===== config.mk =====
export PLATFORM = sky130hd
export DESIGN_NAME = quality_filtered_kmer_windows_unit_flat
export DESIGN_NICKNAME = d
export VERILOG_FILES = /design/src/hdl/qfkw_pkg.sv /design/src/hdl/qfkw_if.sv /design/src/hdl/qfkw_cell.sv /design/src/hdl/quality_filtered_kmer_windows_unit.sv /design/src/flat_wrapper.sv
export VERILOG_INCLUDE_DIRS = /design/src /design/src/hdl
export SDC_FILE = /design/constraint.sdc
export NUM_CORES = 1
export LEC_CHECK = 0
export BUFFER_PORTS_ARGS = -buffer_cell sky130_fd_sc_hd__buf_4
export CORE_MARGIN = 4
export CORE_UTILIZATION = 40
export CTS_CLUSTER_DIAMETER = 100
export DETAILED_ROUTE_END_ITERATION = 12
export GPL_ROUTABILITY_DRIVEN = 1
export PLACE_DENSITY = 0.59
export SKIP_CTS_REPAIR_TIMING = 1
export SYNTH_ARGS = -nofsm -noshare
export SYNTH_HDL_FRONTEND = slang
export SYNTH_SLANG_ARGS = --single-unit

===== constraint.sdc =====
create_clock -name clk -period 8.9 [get_ports clk]
set_input_delay 0.89 -clock clk [delete_from_list [all_inputs] [get_ports clk]]
set_output_delay 0.89 -clock clk [all_outputs]
set_load 0.1 [all_outputs]

===== src/hdl/quality_filtered_kmer_windows_unit_assert.svh =====
// Assertion macros shared by the RTL of the k-mer window unit.
// Each macro checks a property on the rising clock edge, disabled while reset is low.
`ifndef QUALITY_FILTERED_KMER_WINDOWS_UNIT_ASSERT_SVH
`define QUALITY_FILTERED_KMER_WINDOWS_UNIT_ASSERT_SVH

// The consequent must hold in the same cycle as the antecedent.
`define QFKW_ASSERT_SAME(label, ante, cons, msg) \
    label: assert property (@(posedge clk) disable iff (!rst_n) (ante) |-> (cons)) \
        else $error(msg);

// The consequent must hold in the cycle after the antecedent.
`define QFKW_ASSERT_NEXT(label, ante, cons, msg) \
    label: assert property (@(posedge clk) disable iff (!rst_n) (ante) |=> (cons)) \
        else $error(msg);

`endif


===== src/hdl/qfkw_pkg.sv =====
`default_nettype none

package qfkw_pkg;

    // Default size of the cell chain, in bases.
    localparam int MAX_KMER_BASES_DEFAULT = 31;

    // Fixed field widths.
    localparam int KMER_W    = 62;
    localparam int COUNT_W   = 16;
    localparam int TOTAL_W   = 24;
    localparam int KLEN_W    = 5;
    localparam int CFG_IDX_W = 3;
    localparam int CFG_DAT_W = 16;

    localparam logic [TOTAL_W-1:0] TOTAL_MAX = '1;

    // Configuration register indexes.
    localparam logic [CFG_IDX_W-1:0] REG_KMER_LENGTH       = 3'd0;
    localparam logic [CFG_IDX_W-1:0] REG_QUALITY_THRESHOLD = 3'd1;
    localparam logic [CFG_IDX_W-1:0] REG_HOMOPOLYMER_EN    = 3'd2;
    localparam logic [CFG_IDX_W-1:0] REG_HOMOPOLYMER_LIMIT = 3'd3;
    localparam logic [CFG_IDX_W-1:0] REG_WINDOW_LIMIT      = 3'd4;
    localparam logic [CFG_IDX_W-1:0] REG_KMER_LIMIT        = 3'd5;

    // Control handed from the step logic to every cell of the chain.
    typedef struct packed {
        logic              shift;
        logic              clear;
        logic [KLEN_W-1:0] k;
    } cell_ctrl_t;

    // Result of decoding one base character.
    typedef struct packed {
        logic       valid;
        logic [1:0] code;
    } base_code_t;

    function automatic base_code_t decode_base(input logic [7:0] c);
        base_code_t r;
        r.valid = 1'b1;
        unique case (c)
            8'h41, 8'h61: r.code = 2'd0;
            8'h43, 8'h63: r.code = 2'd1;
            8'h47, 8'h67: r.code = 2'd2;
            8'h54, 8'h74: r.code = 2'd3;
            default:
            begin
                r.code  = 2'd0;
                r.valid = 1'b0;
            end
        endcase
        return r;
    endfunction

endpackage

`default_nettype wire


===== src/hdl/qfkw_if.sv =====
`default_nettype none

interface qfkw_base_if;
    logic       valid;
    logic       ready;
    logic [7:0] base_char;
    logic [7:0] base_quality;
    logic       sequence_end;

    modport source (output valid, output base_char, output base_quality,
                    output sequence_end, input ready);
    modport sink   (input valid, input base_char, input base_quality,
                    input sequence_end, output ready);
endinterface

interface qfkw_kmer_if;
    logic        valid;
    logic        ready;
    logic [61:0] kmer_bits;
    logic [15:0] window_number;
    logic [15:0] position_in_window;
    logic [23:0] kmer_total;
    logic        limit_error;

    modport source (output valid, output kmer_bits, output window_number,
                    output position_in_window, output kmer_total,
                    output limit_error, input ready);
    modport sink   (input valid, input kmer_bits, input window_number,
                    input position_in_window, input kmer_total,
                    input limit_error, output ready);
endinterface

`default_nettype wire


===== src/hdl/qfkw_cell.sv =====
`default_nettype none

// One base of the k-mer shift register. On a shift the cell takes its
// neighbor's base, or zero when it lies beyond the current k-mer length.
module qfkw_cell
    import qfkw_pkg::*;
#(
    parameter int CELL_INDEX = 0
)
(
    input  wire logic       clk,
    input  wire logic       rst_n,
    input  wire cell_ctrl_t ctrl,
    input  wire logic [1:0] d,
    output logic [1:0]      shifted,
    output logic [1:0]      q
);

    logic [1:0] base_reg;
    logic [1:0] base_next;
    logic       keep;

    assign keep    = KLEN_W'(CELL_INDEX) < ctrl.k;
    assign shifted = ctrl.shift ? (keep ? d : 2'd0) : base_reg;
    assign base_next = ctrl.clear ? 2'd0 : shifted;
    assign q = base_reg;

    always_ff @(posedge clk or negedge rst_n)
    begin
        if (!rst_n)
        begin
            base_reg <= 2'd0;
        end
        else
        begin
            base_reg <= base_next;
        end
    end

endmodule

`default_nettype wire


===== src/hdl/quality_filtered_kmer_windows_unit.sv =====
// Channel   Direction  Payload                                          Handshake
// bases     in         base_char, base_quality, sequence_end            valid/ready
// kmers     out        kmer_bits, window_number, position_in_window,    valid/ready
//                      kmer_total, limit_error
// config    in         wr_index, wr_data                                wr_en, no wait
//
// One base is taken per cycle while the output register is free or being emptied;
// a k-mer transaction appears in the cycle after the base that causes it.
// The chain of base cells shifts all its cells in the same cycle.
// rst_n is asynchronous and active low; it loads the register defaults and clears
// all sequence state. A stalled kmers channel holds bases off only while its
// output register is full and not being taken.
`default_nettype none

`include "quality_filtered_kmer_windows_unit_assert.svh"

module quality_filtered_kmer_windows_unit
    import qfkw_pkg::*;
#(
    parameter int MAX_KMER_BASES = MAX_KMER_BASES_DEFAULT
)
(
    input  wire logic                 clk,
    input  wire logic                 rst_n,
    qfkw_base_if.sink                 bases,
    qfkw_kmer_if.source               kmers,
    input  wire logic                 wr_en,
    input  wire logic [CFG_IDX_W-1:0] wr_index,
    input  wire logic [CFG_DAT_W-1:0] wr_data
);

    // Scan phase codes. The fourth code is never entered and is read as building.
    localparam logic [1:0] PH_BUILD  = 2'd0;
    localparam logic [1:0] PH_EXTEND = 2'd1;
    localparam logic [1:0] PH_SKIP   = 2'd2;

    localparam logic [KLEN_W-1:0] K_MAX = KLEN_W'(MAX_KMER_BASES);

    // Configuration registers.
    logic [KLEN_W-1:0]  kmer_length_reg;
    logic [6:0]         quality_threshold_reg;
    logic               homopolymer_en_reg;
    logic [7:0]         homopolymer_limit_reg;
    logic [COUNT_W-1:0] window_limit_reg;
    logic [COUNT_W-1:0] kmer_limit_reg;

    // Sequence state and its next values.
    logic [1:0]         phase_reg,          phase_next;
    logic [KLEN_W-1:0]  good_count_reg,     good_count_next;
    logic [7:0]         run_length_reg,     run_length_next;
    logic [7:0]         prev_char_reg,      prev_char_next;
    logic [7:0]         skip_char_reg,      skip_char_next;
    logic [COUNT_W-1:0] window_count_reg,   window_count_next;
    logic [COUNT_W-1:0] position_reg,       position_next;
    logic [TOTAL_W-1:0] total_reg,          total_next;
    logic               error_latched_reg,  error_latched_next;

    // Output register.
    logic               out_valid_reg,      out_valid_next;
    logic [KMER_W-1:0]  out_kmer_reg;
    logic [COUNT_W-1:0] out_window_reg,     out_window_next;
    logic [COUNT_W-1:0] out_position_reg,   out_position_next;
    logic [TOTAL_W-1:0] out_total_reg,      out_total_next;
    logic               out_error_reg,      out_error_next;
    logic [KMER_W-1:0]  out_kmer_next;

    logic               accept;
    logic               emit;
    logic [KLEN_W-1:0]  k_eff;
    base_code_t         base;
    cell_ctrl_t         cell_ctrl;
    logic               shift_now;

    // Step-local values.
    logic [1:0]         phase_eff;
    logic [KLEN_W-1:0]  good_eff;
    logic               chained;
    logic               bad;
    logic [KLEN_W-1:0]  good_inc;
    logic [COUNT_W:0]   position_inc;
    logic [TOTAL_W-1:0] total_inc;

    // Base cell chain: shifted values include this transaction's new base.
    logic [1:0]         cell_q       [MAX_KMER_BASES];
    logic [1:0]         cell_shifted [MAX_KMER_BASES];
    logic [KMER_W-1:0]  kmer_shifted;

    // A base is taken whenever the output register is free or being emptied.
    assign bases.ready = !out_valid_reg || kmers.ready;
    assign accept      = bases.valid && bases.ready;

    // A length of zero behaves as one; lengths above the chain are clamped.
    always_comb
    begin
        priority if (kmer_length_reg == '0)
        begin
            k_eff = KLEN_W'(1);
        end
        else if (kmer_length_reg > K_MAX)
        begin
            k_eff = K_MAX;
        end
        else
        begin
            k_eff = kmer_length_reg;
        end
    end

    assign base = decode_base(bases.base_char);

    assign cell_ctrl.shift = shift_now;
    assign cell_ctrl.clear = accept && bases.sequence_end;
    assign cell_ctrl.k     = k_eff;

    for (genvar i = 0; i < MAX_KMER_BASES; i++)
    begin : g_cell
        logic [1:0] cell_d;
        if (i == 0)
        begin : g_head
            assign cell_d = base.code;
        end
        else
        begin : g_link
            assign cell_d = cell_q[i-1];
        end
        qfkw_cell #(
            .CELL_INDEX (i)
        ) u_cell (
            .clk     (clk),
            .rst_n   (rst_n),
            .ctrl    (cell_ctrl),
            .d       (cell_d),
            .shifted (cell_shifted[i]),
            .q       (cell_q[i])
        );
    end

    always_comb
    begin
        kmer_shifted = '0;
        for (int i = 0; i < MAX_KMER_BASES; i++)
        begin
            kmer_shifted[2*i +: 2] = cell_shifted[i];
        end
    end

    // Per-base step. The decision tree follows the order in which a base is judged:
    // the drop conditions, a skipped homopolymer run, a bad base, a homopolymer
    // break, then building or extending a window.
    always_comb
    begin
        phase_next         = phase_reg;
        good_count_next    = good_count_reg;
        run_length_next    = run_length_reg;
        prev_char_next     = prev_char_reg;
        skip_char_next     = skip_char_reg;
        window_count_next  = window_count_reg;
        position_next      = position_reg;
        total_next         = total_reg;
        error_latched_next = error_latched_reg;

        shift_now         = 1'b0;
        emit              = 1'b0;
        out_window_next   = out_window_reg;
        out_position_next = out_position_reg;
        out_total_next    = out_total_reg;
        out_error_next    = out_error_reg;

        phase_eff    = phase_reg;
        good_eff     = good_count_reg;
        chained      = 1'b0;
        bad          = 1'b0;
        good_inc     = '0;
        position_inc = '0;
        total_inc    = (total_reg == TOTAL_MAX) ? total_reg : total_reg + 1'b1;

        if (accept)
        begin
            if (!error_latched_reg && window_limit_reg != '0 && kmer_limit_reg != '0
                && !(phase_reg == PH_SKIP && bases.base_char == skip_char_reg))
            begin
                // Leaving a skipped run, or the unused code, restarts building.
                if (phase_reg == PH_SKIP)
                begin
                    phase_eff = PH_BUILD;
                    good_eff  = '0;
                end
                else if (phase_reg != PH_EXTEND && phase_reg != PH_BUILD)
                begin
                    phase_eff = PH_BUILD;
                end

                chained = (phase_eff == PH_EXTEND) || (good_eff != '0);
                if (chained && bases.base_char == prev_char_reg)
                begin
                    run_length_next = (run_length_reg == 8'hFF) ? run_length_reg
                                                                : run_length_reg + 8'd1;
                end
                else
                begin
                    run_length_next = 8'd1;
                end
                prev_char_next = bases.base_char;

                bad = !base.valid || (quality_threshold_reg != '0
                      && bases.base_quality <= {1'b0, quality_threshold_reg});

                phase_next      = phase_eff;
                good_count_next = good_eff;

                priority if (bad)
                begin
                    phase_next      = PH_BUILD;
                    good_count_next = '0;
                end
                else if (homopolymer_en_reg && run_length_next >= homopolymer_limit_reg)
                begin
                    skip_char_next  = bases.base_char;
                    phase_next      = PH_SKIP;
                    good_count_next = '0;
                end
                else if (phase_eff == PH_BUILD)
                begin
                    shift_now       = 1'b1;
                    good_inc        = good_eff + 1'b1;
                    good_count_next = good_inc;
                    if (good_inc >= k_eff)
                    begin
                        emit              = 1'b1;
                        out_window_next   = window_count_reg;
                        out_position_next = '0;
                        if (window_count_reg >= window_limit_reg)
                        begin
                            out_total_next     = total_reg;
                            out_error_next     = 1'b1;
                            error_latched_next = 1'b1;
                        end
                        else
                        begin
                            total_next        = total_inc;
                            out_total_next    = total_inc;
                            out_error_next    = 1'b0;
                            window_count_next = window_count_reg + 1'b1;
                            position_next     = '0;
                            phase_next        = PH_EXTEND;
                            good_count_next   = k_eff;
                        end
                    end
                end
                else
                begin
                    // Extending: the window number is the one opened last.
                    position_inc      = {1'b0, position_reg} + 1'b1;
                    emit              = 1'b1;
                    out_window_next   = window_count_reg - 1'b1;
                    out_position_next = position_inc[COUNT_W-1:0];
                    if (position_inc >= {1'b0, kmer_limit_reg})
                    begin
                        out_total_next     = total_reg;
                        out_error_next     = 1'b1;
                        error_latched_next = 1'b1;
                    end
                    else
                    begin
                        shift_now      = 1'b1;
                        position_next  = position_inc[COUNT_W-1:0];
                        total_next     = total_inc;
                        out_total_next = total_inc;
                        out_error_next = 1'b0;
                    end
                end
            end

            // The last base of a sequence returns all sequence state to reset.
            if (bases.sequence_end)
            begin
                phase_next         = PH_BUILD;
                good_count_next    = '0;
                run_length_next    = '0;
                prev_char_next     = '0;
                skip_char_next     = '0;
                window_count_next  = '0;
                position_next      = '0;
                total_next         = '0;
                error_latched_next = 1'b0;
            end
        end
    end

    // Error results carry no k-mer.
    assign out_kmer_next = out_error_next ? '0 : kmer_shifted;

    always_comb
    begin
        if (accept && emit)
        begin
            out_valid_next = 1'b1;
        end
        else if (kmers.ready)
        begin
            out_valid_next = 1'b0;
        end
        else
        begin
            out_valid_next = out_valid_reg;
        end
    end

    always_ff @(posedge clk or negedge rst_n)
    begin
        if (!rst_n)
        begin
            kmer_length_reg       <= KLEN_W'(31);
            quality_threshold_reg <= '0;
            homopolymer_en_reg    <= 1'b0;
            homopolymer_limit_reg <= 8'hFF;
            window_limit_reg      <= '1;
            kmer_limit_reg        <= '1;
        end
        else if (wr_en)
        begin
            unique case (wr_index)
                REG_KMER_LENGTH:       kmer_length_reg       <= wr_data[KLEN_W-1:0];
                REG_QUALITY_THRESHOLD: quality_threshold_reg <= wr_data[6:0];
                REG_HOMOPOLYMER_EN:    homopolymer_en_reg    <= wr_data[0];
                REG_HOMOPOLYMER_LIMIT: homopolymer_limit_reg <= wr_data[7:0];
                REG_WINDOW_LIMIT:      window_limit_reg      <= wr_data;
                REG_KMER_LIMIT:        kmer_limit_reg        <= wr_data;
                default:
                begin
                end
            endcase
        end
    end

    always_ff @(posedge clk or negedge rst_n)
    begin
        if (!rst_n)
        begin
            phase_reg         <= PH_BUILD;
            good_count_reg    <= '0;
            run_length_reg    <= '0;
            prev_char_reg     <= '0;
            skip_char_reg     <= '0;
            window_count_reg  <= '0;
            position_reg      <= '0;
            total_reg         <= '0;
            error_latched_reg <= 1'b0;
            out_valid_reg     <= 1'b0;
        end
        else
        begin
            phase_reg         <= phase_next;
            good_count_reg    <= good_count_next;
            run_length_reg    <= run_length_next;
            prev_char_reg     <= prev_char_next;
            skip_char_reg     <= skip_char_next;
            window_count_reg  <= window_count_next;
            position_reg      <= position_next;
            total_reg         <= total_next;
            error_latched_reg <= error_latched_next;
            out_valid_reg     <= out_valid_next;
        end
    end

    // Result payload is loaded only with a new transaction.
    always_ff @(posedge clk)
    begin
        if (accept && emit)
        begin
            out_kmer_reg     <= out_kmer_next;
            out_window_reg   <= out_window_next;
            out_position_reg <= out_position_next;
            out_total_reg    <= out_total_next;
            out_error_reg    <= out_error_next;
        end
    end

    assign kmers.valid              = out_valid_reg;
    assign kmers.kmer_bits          = out_kmer_reg;
    assign kmers.window_number      = out_window_reg;
    assign kmers.position_in_window = out_position_reg;
    assign kmers.kmer_total         = out_total_reg;
    assign kmers.limit_error        = out_error_reg;

    // The end of a sequence leaves the scanner empty and free of errors.
    `QFKW_ASSERT_NEXT(a_seq_end_clears, accept && bases.sequence_end, phase_reg == PH_BUILD && window_count_reg == '0 && !error_latched_reg, "sequence end did not clear state")
    // An error result within a sequence latches the error.
    `QFKW_ASSERT_NEXT(a_error_latches, accept && emit && out_error_next && !bases.sequence_end, error_latched_reg, "limit error not latched")
    // While a window is open at least one window has been counted.
    `QFKW_ASSERT_SAME(a_extend_has_window, phase_reg == PH_EXTEND, window_count_reg != '0, "open window with zero window count")
    // Once latched, an error stops results until the sequence ends.
    `QFKW_ASSERT_SAME(a_error_silences, accept && error_latched_reg, !emit, "result produced after limit error")

endmodule

`default_nettype wire

===== src/flat_wrapper.sv =====
// flat-port wrapper written by rule: the top's interface ports become plain ports
module quality_filtered_kmer_windows_unit_flat import qfkw_pkg::*;
#(
    parameter int MAX_KMER_BASES = MAX_KMER_BASES_DEFAULT
)
  (clk, rst_n, wr_en, wr_index, wr_data, bases_valid, bases_base_char, bases_base_quality, bases_sequence_end, bases_ready, kmers_valid, kmers_kmer_bits, kmers_window_number, kmers_position_in_window, kmers_kmer_total, kmers_limit_error, kmers_ready);
  qfkw_base_if bases_i ();
  qfkw_kmer_if kmers_i ();
  input  wire logic clk;
  input  wire logic rst_n;
  input  wire logic wr_en;
  input  wire logic [CFG_IDX_W-1:0] wr_index;
  input  wire logic [CFG_DAT_W-1:0] wr_data;
  input wire logic [$bits(bases_i.valid)-1:0] bases_valid;
  input wire logic [$bits(bases_i.base_char)-1:0] bases_base_char;
  input wire logic [$bits(bases_i.base_quality)-1:0] bases_base_quality;
  input wire logic [$bits(bases_i.sequence_end)-1:0] bases_sequence_end;
  output wire logic [$bits(bases_i.ready)-1:0] bases_ready;
  output wire logic [$bits(kmers_i.valid)-1:0] kmers_valid;
  output wire logic [$bits(kmers_i.kmer_bits)-1:0] kmers_kmer_bits;
  output wire logic [$bits(kmers_i.window_number)-1:0] kmers_window_number;
  output wire logic [$bits(kmers_i.position_in_window)-1:0] kmers_position_in_window;
  output wire logic [$bits(kmers_i.kmer_total)-1:0] kmers_kmer_total;
  output wire logic [$bits(kmers_i.limit_error)-1:0] kmers_limit_error;
  input wire logic [$bits(kmers_i.ready)-1:0] kmers_ready;
  assign bases_i.valid = bases_valid;
  assign bases_i.base_char = bases_base_char;
  assign bases_i.base_quality = bases_base_quality;
  assign bases_i.sequence_end = bases_sequence_end;
  assign bases_ready = bases_i.ready;
  assign kmers_valid = kmers_i.valid;
  assign kmers_kmer_bits = kmers_i.kmer_bits;
  assign kmers_window_number = kmers_i.window_number;
  assign kmers_position_in_window = kmers_i.position_in_window;
  assign kmers_kmer_total = kmers_i.kmer_total;
  assign kmers_limit_error = kmers_i.limit_error;
  assign kmers_i.ready = kmers_ready;
  quality_filtered_kmer_windows_unit #(.MAX_KMER_BASES(MAX_KMER_BASES)) u_core (.clk(clk), .rst_n(rst_n), .bases(bases_i), .kmers(kmers_i), .wr_en(wr_en), .wr_index(wr_index), .wr_data(wr_data));
endmodule

=== Yosys cells after proc, flatten, opt, wreduce, memory -nomap -nowiden ===
Cells that the tools add are included.

* Bits in registers: 323
* Latch bits: 0
* RAM bits: 0
* ROM bits: 0
* Input port bits: 41
* Output and inout bits: 121
* Word-level logic and storage cells: 362
* Memories kept: 0

* Add/subtract/negate cells: 6
* $mul: 0
* Divide/modulo/power cells: 0
* Magnitude comparators: 37
* Eq/ne operators: 28
* Shift-type cells: 0
* Muxes and demuxes: 188
* Bitwise logic cells: 2
* Reduce and logical (&&, ||, !) cells: 49

{| class="wikitable"
|+ Operator list
! cell !! number
|-
| 16-bit two-way mux || 19
|-
| 24-bit two-way mux || 9
|-
| 2-bit two-way mux || 104
|-
| 8-bit two-way mux || 12
|-
| 5-bit less-than comparator (first input constant) || 15
|-
| 8-bit by 7-bit == test with 1-bit output (second input constant) || 8
|-
| 5-bit two-way mux || 12
|-
| 4-bit by 5-bit less-than comparator with 1-bit output (first input constant) || 8
|-
| 16-bit nonzero test || 2
|-
| 1-bit two-way mux || 31
|-
| 24-bit by 1-bit adder with 24-bit output (second input constant) || 1
|-
| 24-bit == test (second input constant) || 1
|-
| 7-bit AND reduction || 3
|-
| 3-bit by 5-bit less-than comparator with 1-bit output (first input constant) || 4
|-
| 16-bit by 1-bit adder with 17-bit output (second input constant) || 1
|-
| 17-bit by 16-bit >= comparator with 1-bit output || 1
|-
| 16-bit by 1-bit adder with 16-bit output (second input constant) || 1
|-
| 8-bit == test || 2
|-
| 16-bit >= comparator || 1
|-
| 16-bit by 1-bit subtractor with 16-bit output (second input constant) || 1
|-
| 2-bit AND reduction || 7
|-
| 2-bit nonzero test || 6
|-
| 1-bit logical AND || 11
|-
| 1-bit by 5-bit less-than comparator with 1-bit output (first input constant) || 2
|-
| other kinds (32) || 48
|}

=== Depth between registers and ports, before layout ===
Gate-level depths: netlist of the first run.

* Depth in word-level cells: 20
* Depth in mapped cells: 19
* Mapped depth without buffers: 17

=== Modules after synthesis ===
Synthesis of the first run repeated with hierarchy kept, for this count alone.

* Cells, all modules: 1,599
* Area total of the unflattened synthesis: 17,026.3 um^2

{| class="wikitable"
|+ Modules (own cells, without submodules)
! module !! times used !! cells an instance !! area each (um^2) !! sequential area each (um^2)
|-
| quality_filtered_kmer_windows_unit || 1 || 1,241 || 13,324.0 || 7,183.1
|-
| qfkw_cell (u_core.g_cell[11].u_cell ...) || 3 || 10 || 106.4 || 50.0
|-
| qfkw_cell (u_core.g_cell[0].u_cell ...) || 2 || 10 || 122.6 || 50.0
|-
| qfkw_cell (u_core.g_cell[4].u_cell ...) || 2 || 10 || 112.6 || 50.0
|-
| qfkw_cell (u_core.g_cell[12].u_cell ...) || 2 || 10 || 108.9 || 50.0
|-
| qfkw_cell (u_core.g_cell[17].u_cell) || 1 || 14 || 153.9 || 50.0
|-
| qfkw_cell (u_core.g_cell[21].u_cell) || 1 || 14 || 146.4 || 50.0
|-
| qfkw_cell (u_core.g_cell[18].u_cell) || 1 || 14 || 142.6 || 50.0
|-
| qfkw_cell (u_core.g_cell[16].u_cell) || 1 || 14 || 141.4 || 50.0
|-
| qfkw_cell (u_core.g_cell[24].u_cell) || 1 || 10 || 140.1 || 50.0
|-
| qfkw_cell (u_core.g_cell[28].u_cell) || 1 || 14 || 133.9 || 50.0
|-
| qfkw_cell (u_core.g_cell[1].u_cell) || 1 || 13 || 131.4 || 50.0
|-
| qfkw_cell (u_core.g_cell[25].u_cell) || 1 || 14 || 131.4 || 50.0
|-
| qfkw_cell (u_core.g_cell[30].u_cell) || 1 || 13 || 127.6 || 50.0
|-
| 13 more rows || -- || -- || -- || --
|}

=== Worst setup path after synthesis of the first run ===
OpenSTA, ideal clock, no wires.

* Path kind: in2reg
* Start point: in bases_base_char[4]
* End point: reg u_core.out_kmer_reg[31], in the netlist u_core.kmers.kmer_bits[31], data pin
* Setup time: 0.257 ns
* Arrival time: 7.016 ns
* Data required time: 8.643 ns
* Slack: 1.627 ns
* Cell stages on the path: 17
* Path buffers: 4
* Path through: clkbuf_1 > xor2_1 > nor4_1 > nand3_1 > clkbuf_1 > nor3_1 > ha_1 > and3_1 > a221o_1 > a22oi_1 > o211ai_2 > or2_2 > nor2_1 > mux2_2 > buf_4 > buf_4 > nor2_1

* Cells in the longest elaborated chain, start to end: 12
* Elaborated cells on any way between the ends: 32
* Those cells by class: 1 x order compare; 10 x eq/ne; 13 x mux; 8 x reduce/logical

{| class="wikitable"
|+ Ends and longest elaborated chain
! what !! line !! text
|-
| start, declared || flat_wrapper.sv:15 || <nowiki>input wire logic [$bits(bases_i.base_char)-1:0] bases_base_char;</nowiki>
|-
| 8-bit == test || quality_filtered_kmer_windows_unit.sv:194 || <nowiki>if (chained && bases.base_char == prev_char_reg)</nowiki>
|-
| 1-bit logical AND || quality_filtered_kmer_windows_unit.sv:194 ||
|-
| 8-bit two-way mux || quality_filtered_kmer_windows_unit.sv:194 ||
|-
| 8-bit two-way mux || quality_filtered_kmer_windows_unit.sv:179 || <nowiki>if (!error_latched_reg && window_limit_reg != '0 && kmer_limit_reg != '0</nowiki>
|-
| 8-bit two-way mux || quality_filtered_kmer_windows_unit.sv:177 || <nowiki>if (accept)</nowiki>
|-
| 8-bit >= comparator || quality_filtered_kmer_windows_unit.sv:216 || <nowiki>else if (homopolymer_en_reg && run_length_next >= homopolymer_limit_reg)</nowiki>
|-
| 1-bit logical AND || quality_filtered_kmer_windows_unit.sv:216 ||
|-
| 1-bit two-way mux || quality_filtered_kmer_windows_unit.sv:216 ||
|-
| 1-bit two-way mux || quality_filtered_kmer_windows_unit.sv:211 || <nowiki>priority if (bad)</nowiki>
|-
| 1-bit two-way mux || quality_filtered_kmer_windows_unit.sv:179 ||
|-
| 1-bit two-way mux || quality_filtered_kmer_windows_unit.sv:177 ||
|-
| 2-bit two-way mux || qfkw_cell.sv:24 || <nowiki>assign shifted = ctrl.shift ? (keep ? d : 2'd0) : base_reg;</nowiki>
|-
| end signal, assigned || quality_filtered_kmer_windows_unit.sv:371 || <nowiki>out_kmer_reg <= out_kmer_next;</nowiki>
|-
| end, declared || quality_filtered_kmer_windows_unit.sv:60 || <nowiki>logic [KMER_W-1:0] out_kmer_reg;</nowiki>
|}

Parallel ways exist; a longest one is shown, timed or not. The select of a mux whose other input is x is not followed.
A chain may end at the register's enable or synchronous reset.

=== Final worst setup path of the first run ===
* Start point: reg u_core.run_length_reg[0]
* End point: reg u_core.out_kmer_reg[31], in the netlist u_core.kmers.kmer_bits[31], data pin

* Cells in the longest elaborated chain, start to end: 12
* Elaborated cells on any way between the ends: 17
* Those cells by class: 1 x add/sub; 1 x order compare; 1 x eq/ne; 13 x mux; 1 x reduce/logical

{| class="wikitable"
|+ Ends and longest elaborated chain
! what !! line !! text
|-
| start, declared || quality_filtered_kmer_windows_unit.sv:50 || <nowiki>logic [7:0] run_length_reg, run_length_next;</nowiki>
|-
| start signal, assigned || quality_filtered_kmer_windows_unit.sv:355 || <nowiki>run_length_reg <= run_length_next;</nowiki>
|-
| 8-bit by 1-bit adder with 8-bit output or 8-bit == test (tied branches) || quality_filtered_kmer_windows_unit.sv:197, quality_filtered_kmer_windows_unit.sv:196 ||
|-
| 8-bit two-way mux * || quality_filtered_kmer_windows_unit.sv:196 || <nowiki>run_length_next = (run_length_reg == 8'hFF) ? run_length_reg</nowiki>
|-
| 8-bit two-way mux * || quality_filtered_kmer_windows_unit.sv:194 ||
|-
| 8-bit two-way mux * || quality_filtered_kmer_windows_unit.sv:179 ||
|-
| 8-bit two-way mux * || quality_filtered_kmer_windows_unit.sv:177 ||
|-
| 8-bit >= comparator * || quality_filtered_kmer_windows_unit.sv:216 ||
|-
| 1-bit logical AND * || quality_filtered_kmer_windows_unit.sv:216 ||
|-
| 1-bit two-way mux || quality_filtered_kmer_windows_unit.sv:216 ||
|-
| 1-bit two-way mux || quality_filtered_kmer_windows_unit.sv:211 ||
|-
| 1-bit two-way mux || quality_filtered_kmer_windows_unit.sv:179 ||
|-
| 1-bit two-way mux || quality_filtered_kmer_windows_unit.sv:177 ||
|-
| 2-bit two-way mux || qfkw_cell.sv:24 ||
|}

Every way passes the cells marked *; elsewhere a longest branch is shown, timed or not. The select of a mux whose other input is x is not followed.

==> parameters.txt, run 1 <==
Parameter                              Value

Outcome
  Result of the run ... completed

Die
  Die height ... 210.4 microns
  Core footprint ... 40100 sq um
  Initial core utilization ... 40.88%
  Overall die area ... 44280 sq um
  I/O pins ... 162
  Chip width ... 210.4 microns
  Total number of placement rows ... 73

Power and ir drop
  Share of power burned in the clock network ... 43.4%
  Combinational cell fraction of total power ... 9.2%
  Switching portion of total power ... 25.55%
  Static leakage ... 8.505 nW
  Tot Pwr ... 3.592 mW
  Peak VDD IR ... 0.1278 mV
  Internal Power ... 2.674 mW
  PwrDens ... 185.9 nW/um^2
  Flop pwr share ... 47.4%
  Net Sw Power ... 0.9178 mW

Yosys
  Synthesized-area fraction occupied by xor and xnor cells ... 4.702%
  Largest family of logic cells by synthesized area ... simple AND/OR/NAND/NOR gates
  Share of synthesized cell area in and, or, nand and nor gates ... 17.89%
  Proportion of synthesized area in mux cells ... 6.794%
  Compound-Gate Fraction of Synth Area ... 8.992%
  Proportion of synthesized chip area in sequential cells ... 53.29%
  Library cell occupying the most area in the post-synthesis netlist ... dfrtp_1
  Post-synthesis async set-or-reset flop share ... 63.16%
  Post-synthesis share of cell area spent on full adders, half adders and majority gates ... 4.565%
  Number of nets in the synthesized netlist ... 1643
  Flops & latches, synth ... 323
  Avg Synthesized Cell Area ... 10.62 sq um
  Cell variety after synth ... 70
  Portion of synthesized cell area occupied by the leading cell type ... 24.27%
  Post-synth EDFFs ... 119
  Yosys warns ... 0
  Dominant synthesized flop cell ... dfrtp_1
  Cells after synthesis ... 1543
  Leading cell types by total area after synthesis ... dfrtp_1 (24%), edfxtp_1 (22%), dfstp_2 (7.2%)
  Post-Synthesis Cell Area ... 16390 sq um

GRT
  Overall overflow remaining after global route ... 0
  GRT Overall Usage ... 18.81%
  Maximum number of pins on one net before global-route repair ... 80
  Via count of the first global-routing pass ... 11.93k
  First-pass GRT wire length ... 66.84 mm
  Antenna violations before repair ... 1

Drt
  Drt pass-1 iters ... 5
  Sum of routed wire length over all layers ... 42.39 mm
  Avg Vias per Cell ... 5.307
  Starting DRT DRC Count ... 759
  Post-route ant nets ... 0
  Average wire per cell in the routed design ... 18.88 microns
  DRC ... 0
  Number of vias after detailed routing ... 11.91k

Clock network
  TritonCTS clock tree ... done
  Number of CTS-inserted buffers ... 38
  Count of clock tree sinks ... 323
  Clk Tree Root Cell ... clkbuf_16
  Clock slew at reported path FFs ... 60 ps
  Buffers from clock root to sink, at most ... 3
  H-Tree Depth ... 2
  Worst skew pair latency ... 560 ps

STA
  Worst-Margin Slew ... 1186 ps
  Total setup violations reported at the end of the flow ... 0
  Final Hold Vio Count ... 0
  Hold Slack ... 296.8 ps
  PnR worst setup slack ... 3186 ps
  RSZ-0062 raised after global routing ... false
  Maximum achievable frequency ... 175.0 MHz
  Number of max-slew violations in the final report ... 0
  Final min period ... 5714 ps
  Normalized max-slew margin ... 20.35%
  Largest clock skew in the final design ... 24.92 ps
  Aggregate negative setup slack ... 0 ps
  Share of the clock period used by the worst path ... 64.20%

Run
  Max-capacitance violation count ... 0

Final layout
  Share of cells above drive strength 1 ... 19.55%
  Area growth syn-to-layout ... 17.92%
  Nets ... 1789

Worst setup path
  Worst-case register-to-register setup slack ... 3190 ps
  Critical-path cell with the highest stage delay ... buf_4
  Sequence of cells on the critical path ... ha_1 > and3_1 > nand3_1 > and2_1 > xnor2_1 > nor2_1 > ha_1 > and3_1 > a221o_1 > a22oi_1 > o211ai_2 > or2_2 > nor2_4 > buf_4 > mux2_2 > buf_4 > nor2_1
  Critical Setup Path Class ... reg2reg
  Reg-to-reg critical path endpoint ... u_core.kmers.kmer_bits[31]
  CP max FO ... 64
  Worst EP arrival ... 6000 ps
  Depth of the worst register-to-register path ... 17
  Max stage delay on crit path ... 700 ps
  Worst Setup Start Kind ... flip-flop
  Crit end category ... flip-flop
  Startpoint of the lowest-slack register-to-register path ... u_core.run_length_reg[0]
  CP Data Required Time ... 9180 ps

Placement
  Final RePlAce weighted congestion ... 0.8374
  Number of buffers added on ports ... 161
  Detailed placement HPWL ... 29.16 mm
  Worst setup slack before clock tree synthesis ... 2759 ps

Worst hold path
  Classification of the worst-slack hold path ... in2async
-- power groups by stage --
stage,sequential (mW),combinational (mW),clock (mW)
after global placement,1.73,0.327,0
final,1.70,0.332,1.56
after global routing,1.71,0.379,1.66
after CTS,1.70,0.337,1.60
after floorplan,1.70,0.224,0
after detailed placement,1.73,0.335,0
-- metal layers --
layer  share of wire, %  GRT usage, %  vias up
met1                 46         26.12     5848
li1                   -             -     5733
met3                5.1         3.795       61
met5                  0             0        -
met2                 47         30.43      272
met4                2.0         4.896        0
-- how the worst max path moves through the flow --
stage,end,slack [ps],depth (start not counted),start
after floorplan,u_core.kmers.kmer_bits[31],1630,17,bases_base_char[4]
after global placement,u_core.kmers.kmer_bits[25],2870,16,bases_base_char[7]
after detailed placement,u_core.kmers.kmer_bits[35],2760,16,bases_base_char[0]
after global routing,u_core.kmers.kmer_bits[61],2790,17,u_core.run_length_reg[0]
final,u_core.kmers.kmer_bits[31],3190,17,u_core.run_length_reg[0]
after CTS,u_core.kmers.kmer_bits[35],3150,17,u_core.run_length_reg[0]
-- per-stage QoR --
step	instances	cell area (sq um)	utilization [%]
detailed placement	2174	18080	45.09
CTS	2244	19320	48.19
floorplan	1543	16390	-
global route	2245	19330	48.20
global placement	2174	18080	45.09
finish	2245	19330	48.20
-- logic make-up (layout without fill, tap and decap cells) --
family          after synthesis  in the layout
mux                         106            106
other cells                   0              1
compound gates              222            222
buf+inv                     145            321
simple gates                599            599
xor+xnor                     88             88
flops                       323            323
fa+ha+maj                    60             60
-- final cells by class --
type                            instances  area, sq um
Tap cell                              525        656.9
Multi-Input combinational cell       1075         7076
Fill cell                            3698        20770
Clock inverter                         14        196.4
Antenna cell                            1        2.502
Timing Repair Buffer                  177         1335
Inverter                               74        277.8
Clock buffer                           56         1049
Sequential cell                       323         8735
-- cell usage after synthesis, drive strengths merged (5+ instances only) --
library cell	count
nor2	210
dfrtp	159
edfxtp	119
nand2	111
o21ai	72
inv	71
mux2i	64
ha	59
xor2	50
nand3	47
clkbuf	45
dfstp	45
a21oi	42
mux2	42
nor2b	42
and2	38
xnor2	38
and3	27
buf	26
nor3	24
nand2b	20
nand4	20
nor4	20
a31oi	19
o211ai	12
a21o	10
a221o	9
nor3b	9
a41oi	8
a22o	7
and4	7
a211oi	5
nand4b	5
or3	5
-- layout by cell type, fill, tap and decap left out, drive strengths merged, types with 45 or more instances in the layout --
master and count:
mux2i 64, buf 176, dfrtp 159, nand3 47, nor2 210, inv 71
xor2 50, edfxtp 119, nand2 111, o21ai 72, dfstp 45, clkbuf 57
ha 59
-- critical path: cells and delay by family (launching register included) --
| kind | cells | cell delay [ps] |
|---|---|---|
| AOI/OAI and AO/OA | 3 | 780 |
| xor gates and xnor gates | 1 | 140 |
| adders and majority gates | 2 | 590 |
| buffers and inverters | 2 | 1250 |
| DFF | 1 | 460 |
| muxes | 1 | 300 |
| and+or+nand+nor | 8 | 1840 |
No activity file was read; power rests on OpenSTA's default activity.
==> run 2, diff against run 1 <==
- clock period: 8.9 -> 5.6 ns (I/O delays scaled with it)
==> parameters.txt, run 2 (synthesis gave the netlist of run 1 again) <==
Parameter                              Value

Power and ir drop
  Net Sw Power ... 1.437 mW (was 0.9178 mW)
  Switching portion of total power ... 25.32% (was 25.55%)
  PwrDens ... 293.0 nW/um^2 (was 185.9 nW/um^2)
  Internal Power ... 4.239 mW (was 2.674 mW)
  Static leakage ... 8.528 nW (was 8.505 nW)
  Flop pwr share ... 47.6% (was 47.4%)
  Peak VDD IR ... 0.2041 mV (was 0.1278 mV)
  Share of power burned in the clock network ... 42.9% (was 43.4%)
  Tot Pwr ... 5.676 mW (was 3.592 mW)
  Combinational cell fraction of total power ... 9.5% (was 9.2%)

Drt
  Starting DRT DRC Count ... 610 (was 759)
  Avg Vias per Cell ... 5.310 (was 5.307)
  Post-route ant nets ... 0 (unchanged)
  Drt pass-1 iters ... 5 (unchanged)
  Number of vias after detailed routing ... 11.95k (was 11.91k)
  Average wire per cell in the routed design ... 18.90 microns (was 18.88 microns)
  Sum of routed wire length over all layers ... 42.55 mm (was 42.39 mm)
  DRC ... 0 (unchanged)

Clock network
  Number of CTS-inserted buffers ... 37 (was 38)
  H-Tree Depth ... 2 (unchanged)
  TritonCTS clock tree ... done (unchanged)
  Worst skew pair latency ... 560 ps (about the same)
  Clk Tree Root Cell ... clkbuf_16 (unchanged)
  Clock slew at reported path FFs ... 60 ps (about the same)
  Count of clock tree sinks ... 323 (unchanged)
  Buffers from clock root to sink, at most ... 3 (unchanged)

Worst setup path
  Worst-case register-to-register setup slack ... 790 ps (was 3190 ps)
  CP Data Required Time ... 5900 ps (was 9180 ps)
  Critical Setup Path Class ... reg2reg (unchanged)
  Crit end category ... flip-flop (unchanged)
  CP max FO ... 30 (was 64)
  Worst Setup Start Kind ... flip-flop (unchanged)
  Startpoint of the lowest-slack register-to-register path ... u_core.run_length_reg[0] (unchanged)
  Reg-to-reg critical path endpoint ... u_core.kmers.kmer_bits[26] (was u_core.kmers.kmer_bits[31])
  Worst EP arrival ... 5110 ps (was 6000 ps)
  Depth of the worst register-to-register path ... 16 (was 17)

STA
  Normalized max-slew margin ... 17.96% (was 20.35%)
  Largest clock skew in the final design ... 18.90 ps (was 24.92 ps)
  Number of max-slew violations in the final report ... 0 (unchanged)
  Share of the clock period used by the worst path ... 85.84% (was 64.20%)
  Maximum achievable frequency ... 208.0 MHz (was 175.0 MHz)
  Final Hold Vio Count ... 0 (unchanged)
  RSZ-0062 raised after global routing ... false (unchanged)
  Aggregate negative setup slack ... 0 ps (unchanged)
  Final min period ... 4807 ps (was 5714 ps)
  PnR worst setup slack ... 793.0 ps (was 3186 ps)
  Total setup violations reported at the end of the flow ... 0 (unchanged)
  Worst-Margin Slew ... 1221 ps (was 1186 ps)

Die
  Die height ... 210.4 microns (unchanged)
  Overall die area ... 44280 sq um (unchanged)
  Total number of placement rows ... 73 (unchanged)
  Core footprint ... 40100 sq um (unchanged)
  Initial core utilization ... 40.88% (unchanged)
  Chip width ... 210.4 microns (unchanged)
  I/O pins ... 162 (unchanged)

GRT
  GRT Overall Usage ... 18.84% (was 18.81%)
  First-pass GRT wire length ... 67.03 mm (was 66.84 mm)
  Via count of the first global-routing pass ... 11.92k (was 11.93k)
  Maximum number of pins on one net before global-route repair ... 99 (was 80)
  Overall overflow remaining after global route ... 0 (unchanged)
  Antenna violations before repair ... 1 (unchanged)

Final layout
  Most frequent standard cell in the layout excluding fill and tap cells ... nor2_1 (unchanged)
  Area of the multi-input gates ... 7076 sq um (unchanged)
  Sequential cell area in the final layout ... 8735 sq um (unchanged)
  Cell area after layout ... 19370 sq um (was 19330 sq um)
  Count of inserted antenna diode cells ... 0 (was 1)
  Commonest non-fill, non-tap cells in the layout ... nor2_1 (207), buf_4 (183), dfrtp_1 (159), edfxtp_1 (119), nand2_1 (111) (was nor2_1 (207), buf_4 (176), dfrtp_1 (159), edfxtp_1 (119), nand2_1 (111))
  Share of cells above drive strength 1 ... 19.76% (was 19.55%)
  Nets ... 1797 (was 1789)
  Filler cells ... 3668 (was 3698)
  Area growth syn-to-layout ... 18.18% (was 17.92%)

Outcome
  Result of the run ... completed (unchanged)

Run
  Max-capacitance violation count ... 0 (unchanged)

Placement
  Worst setup slack before clock tree synthesis ... 872.9 ps (was 2759 ps)
  Detailed placement HPWL ... 29.48 mm (was 29.16 mm)
  Number of buffers added on ports ... 161 (unchanged)
  Final RePlAce weighted congestion ... 0.8678 (was 0.8374)
  Post-placement cell area ... 18170 sq um (was 18080 sq um)

Worst hold path
  Classification of the worst-slack hold path ... in2async (unchanged)
run 2: cell types whose count changed in the layout (fill, tap and decap cells not counted), moves of 2 or more:
cell      before  now
buf_12         0    2
buf_4        176  183
inv_6          0    2
clkinv_2       4    2
clkbuf_8       4    2
run 2: worst max-delay path: stages, from the launching register on:
cell and delay (ps):
dfrtp_1 430, ha_1 250, and3_1 250, nand3_1 320, and2_1 290, xnor2_1 150, nor2_1 60, ha_1 280
and3_1 190, a221o_1 340, a22oi_1 240, o211ai_2 220, or2_2 410, a21oi_4 190, buf_4 490, mux2i_1 330
nor2_1 80
run 2: metrics by stage:
step	util [%]	hold slack (ps)	instances
global placement	45.32	480.7	2183
global route	48.31	144.1	2251
detailed placement	45.32	490.8	2183
floorplan	-	264.4	1543
finish	48.31	92.14	2251
CTS	48.31	129.5	2251
run 2: final cells by class:
type,instances,area share (%)
timing repair buffer,186,7.370
clock inverter,14,1.027
multi-input combinational,1075,36.53
sequential,323,45.09
clock buffer,54,5.161
inverter,74,1.434
tap,525,3.391
run 2: power groups by stage:
stage                     clock network, mW  logic (mW)  registers [mW]
after floorplan                           0       0.357            2.69
after global placement                    0       0.529            2.74
after detailed placement                  0       0.542            2.75
after CTS                              2.50       0.545            2.70
after global routing                   2.59       0.611            2.72
final                                  2.44       0.537            2.70
run 2: per-layer routing:
layer | global-route usage [%] | vias up | share of wire [%]
li1 | - | 5744 | -
met1 | 25.97 | 5885 | 45
met2 | 30.85 | 267 | 48
met3 | 4.123 | 55 | 5.3
met4 | 4.158 | 2 | 1.7
met5 | 0 | - | 0.031
run 2: how the worst max path moves through the flow:
stage / start / endpoint / slack, ps / depth (start not counted)
floorplan: u_core.run_length_reg[0] / u_core.kmers.limit_error / 460 / 17
global route: u_core.run_length_reg[0] / u_core.kmers.kmer_bits[20] / 370 / 16
CTS: u_core.run_length_reg[0] / u_core.kmers.kmer_bits[26] / 830 / 16
detailed placement: u_core.run_length_reg[0] / u_core.kmers.kmer_bits[14] / 870 / 16
global placement: u_core.run_length_reg[0] / u_core.kmers.kmer_bits[26] / 1010 / 16
finish: u_core.run_length_reg[0] / u_core.kmers.kmer_bits[26] / 790 / 16
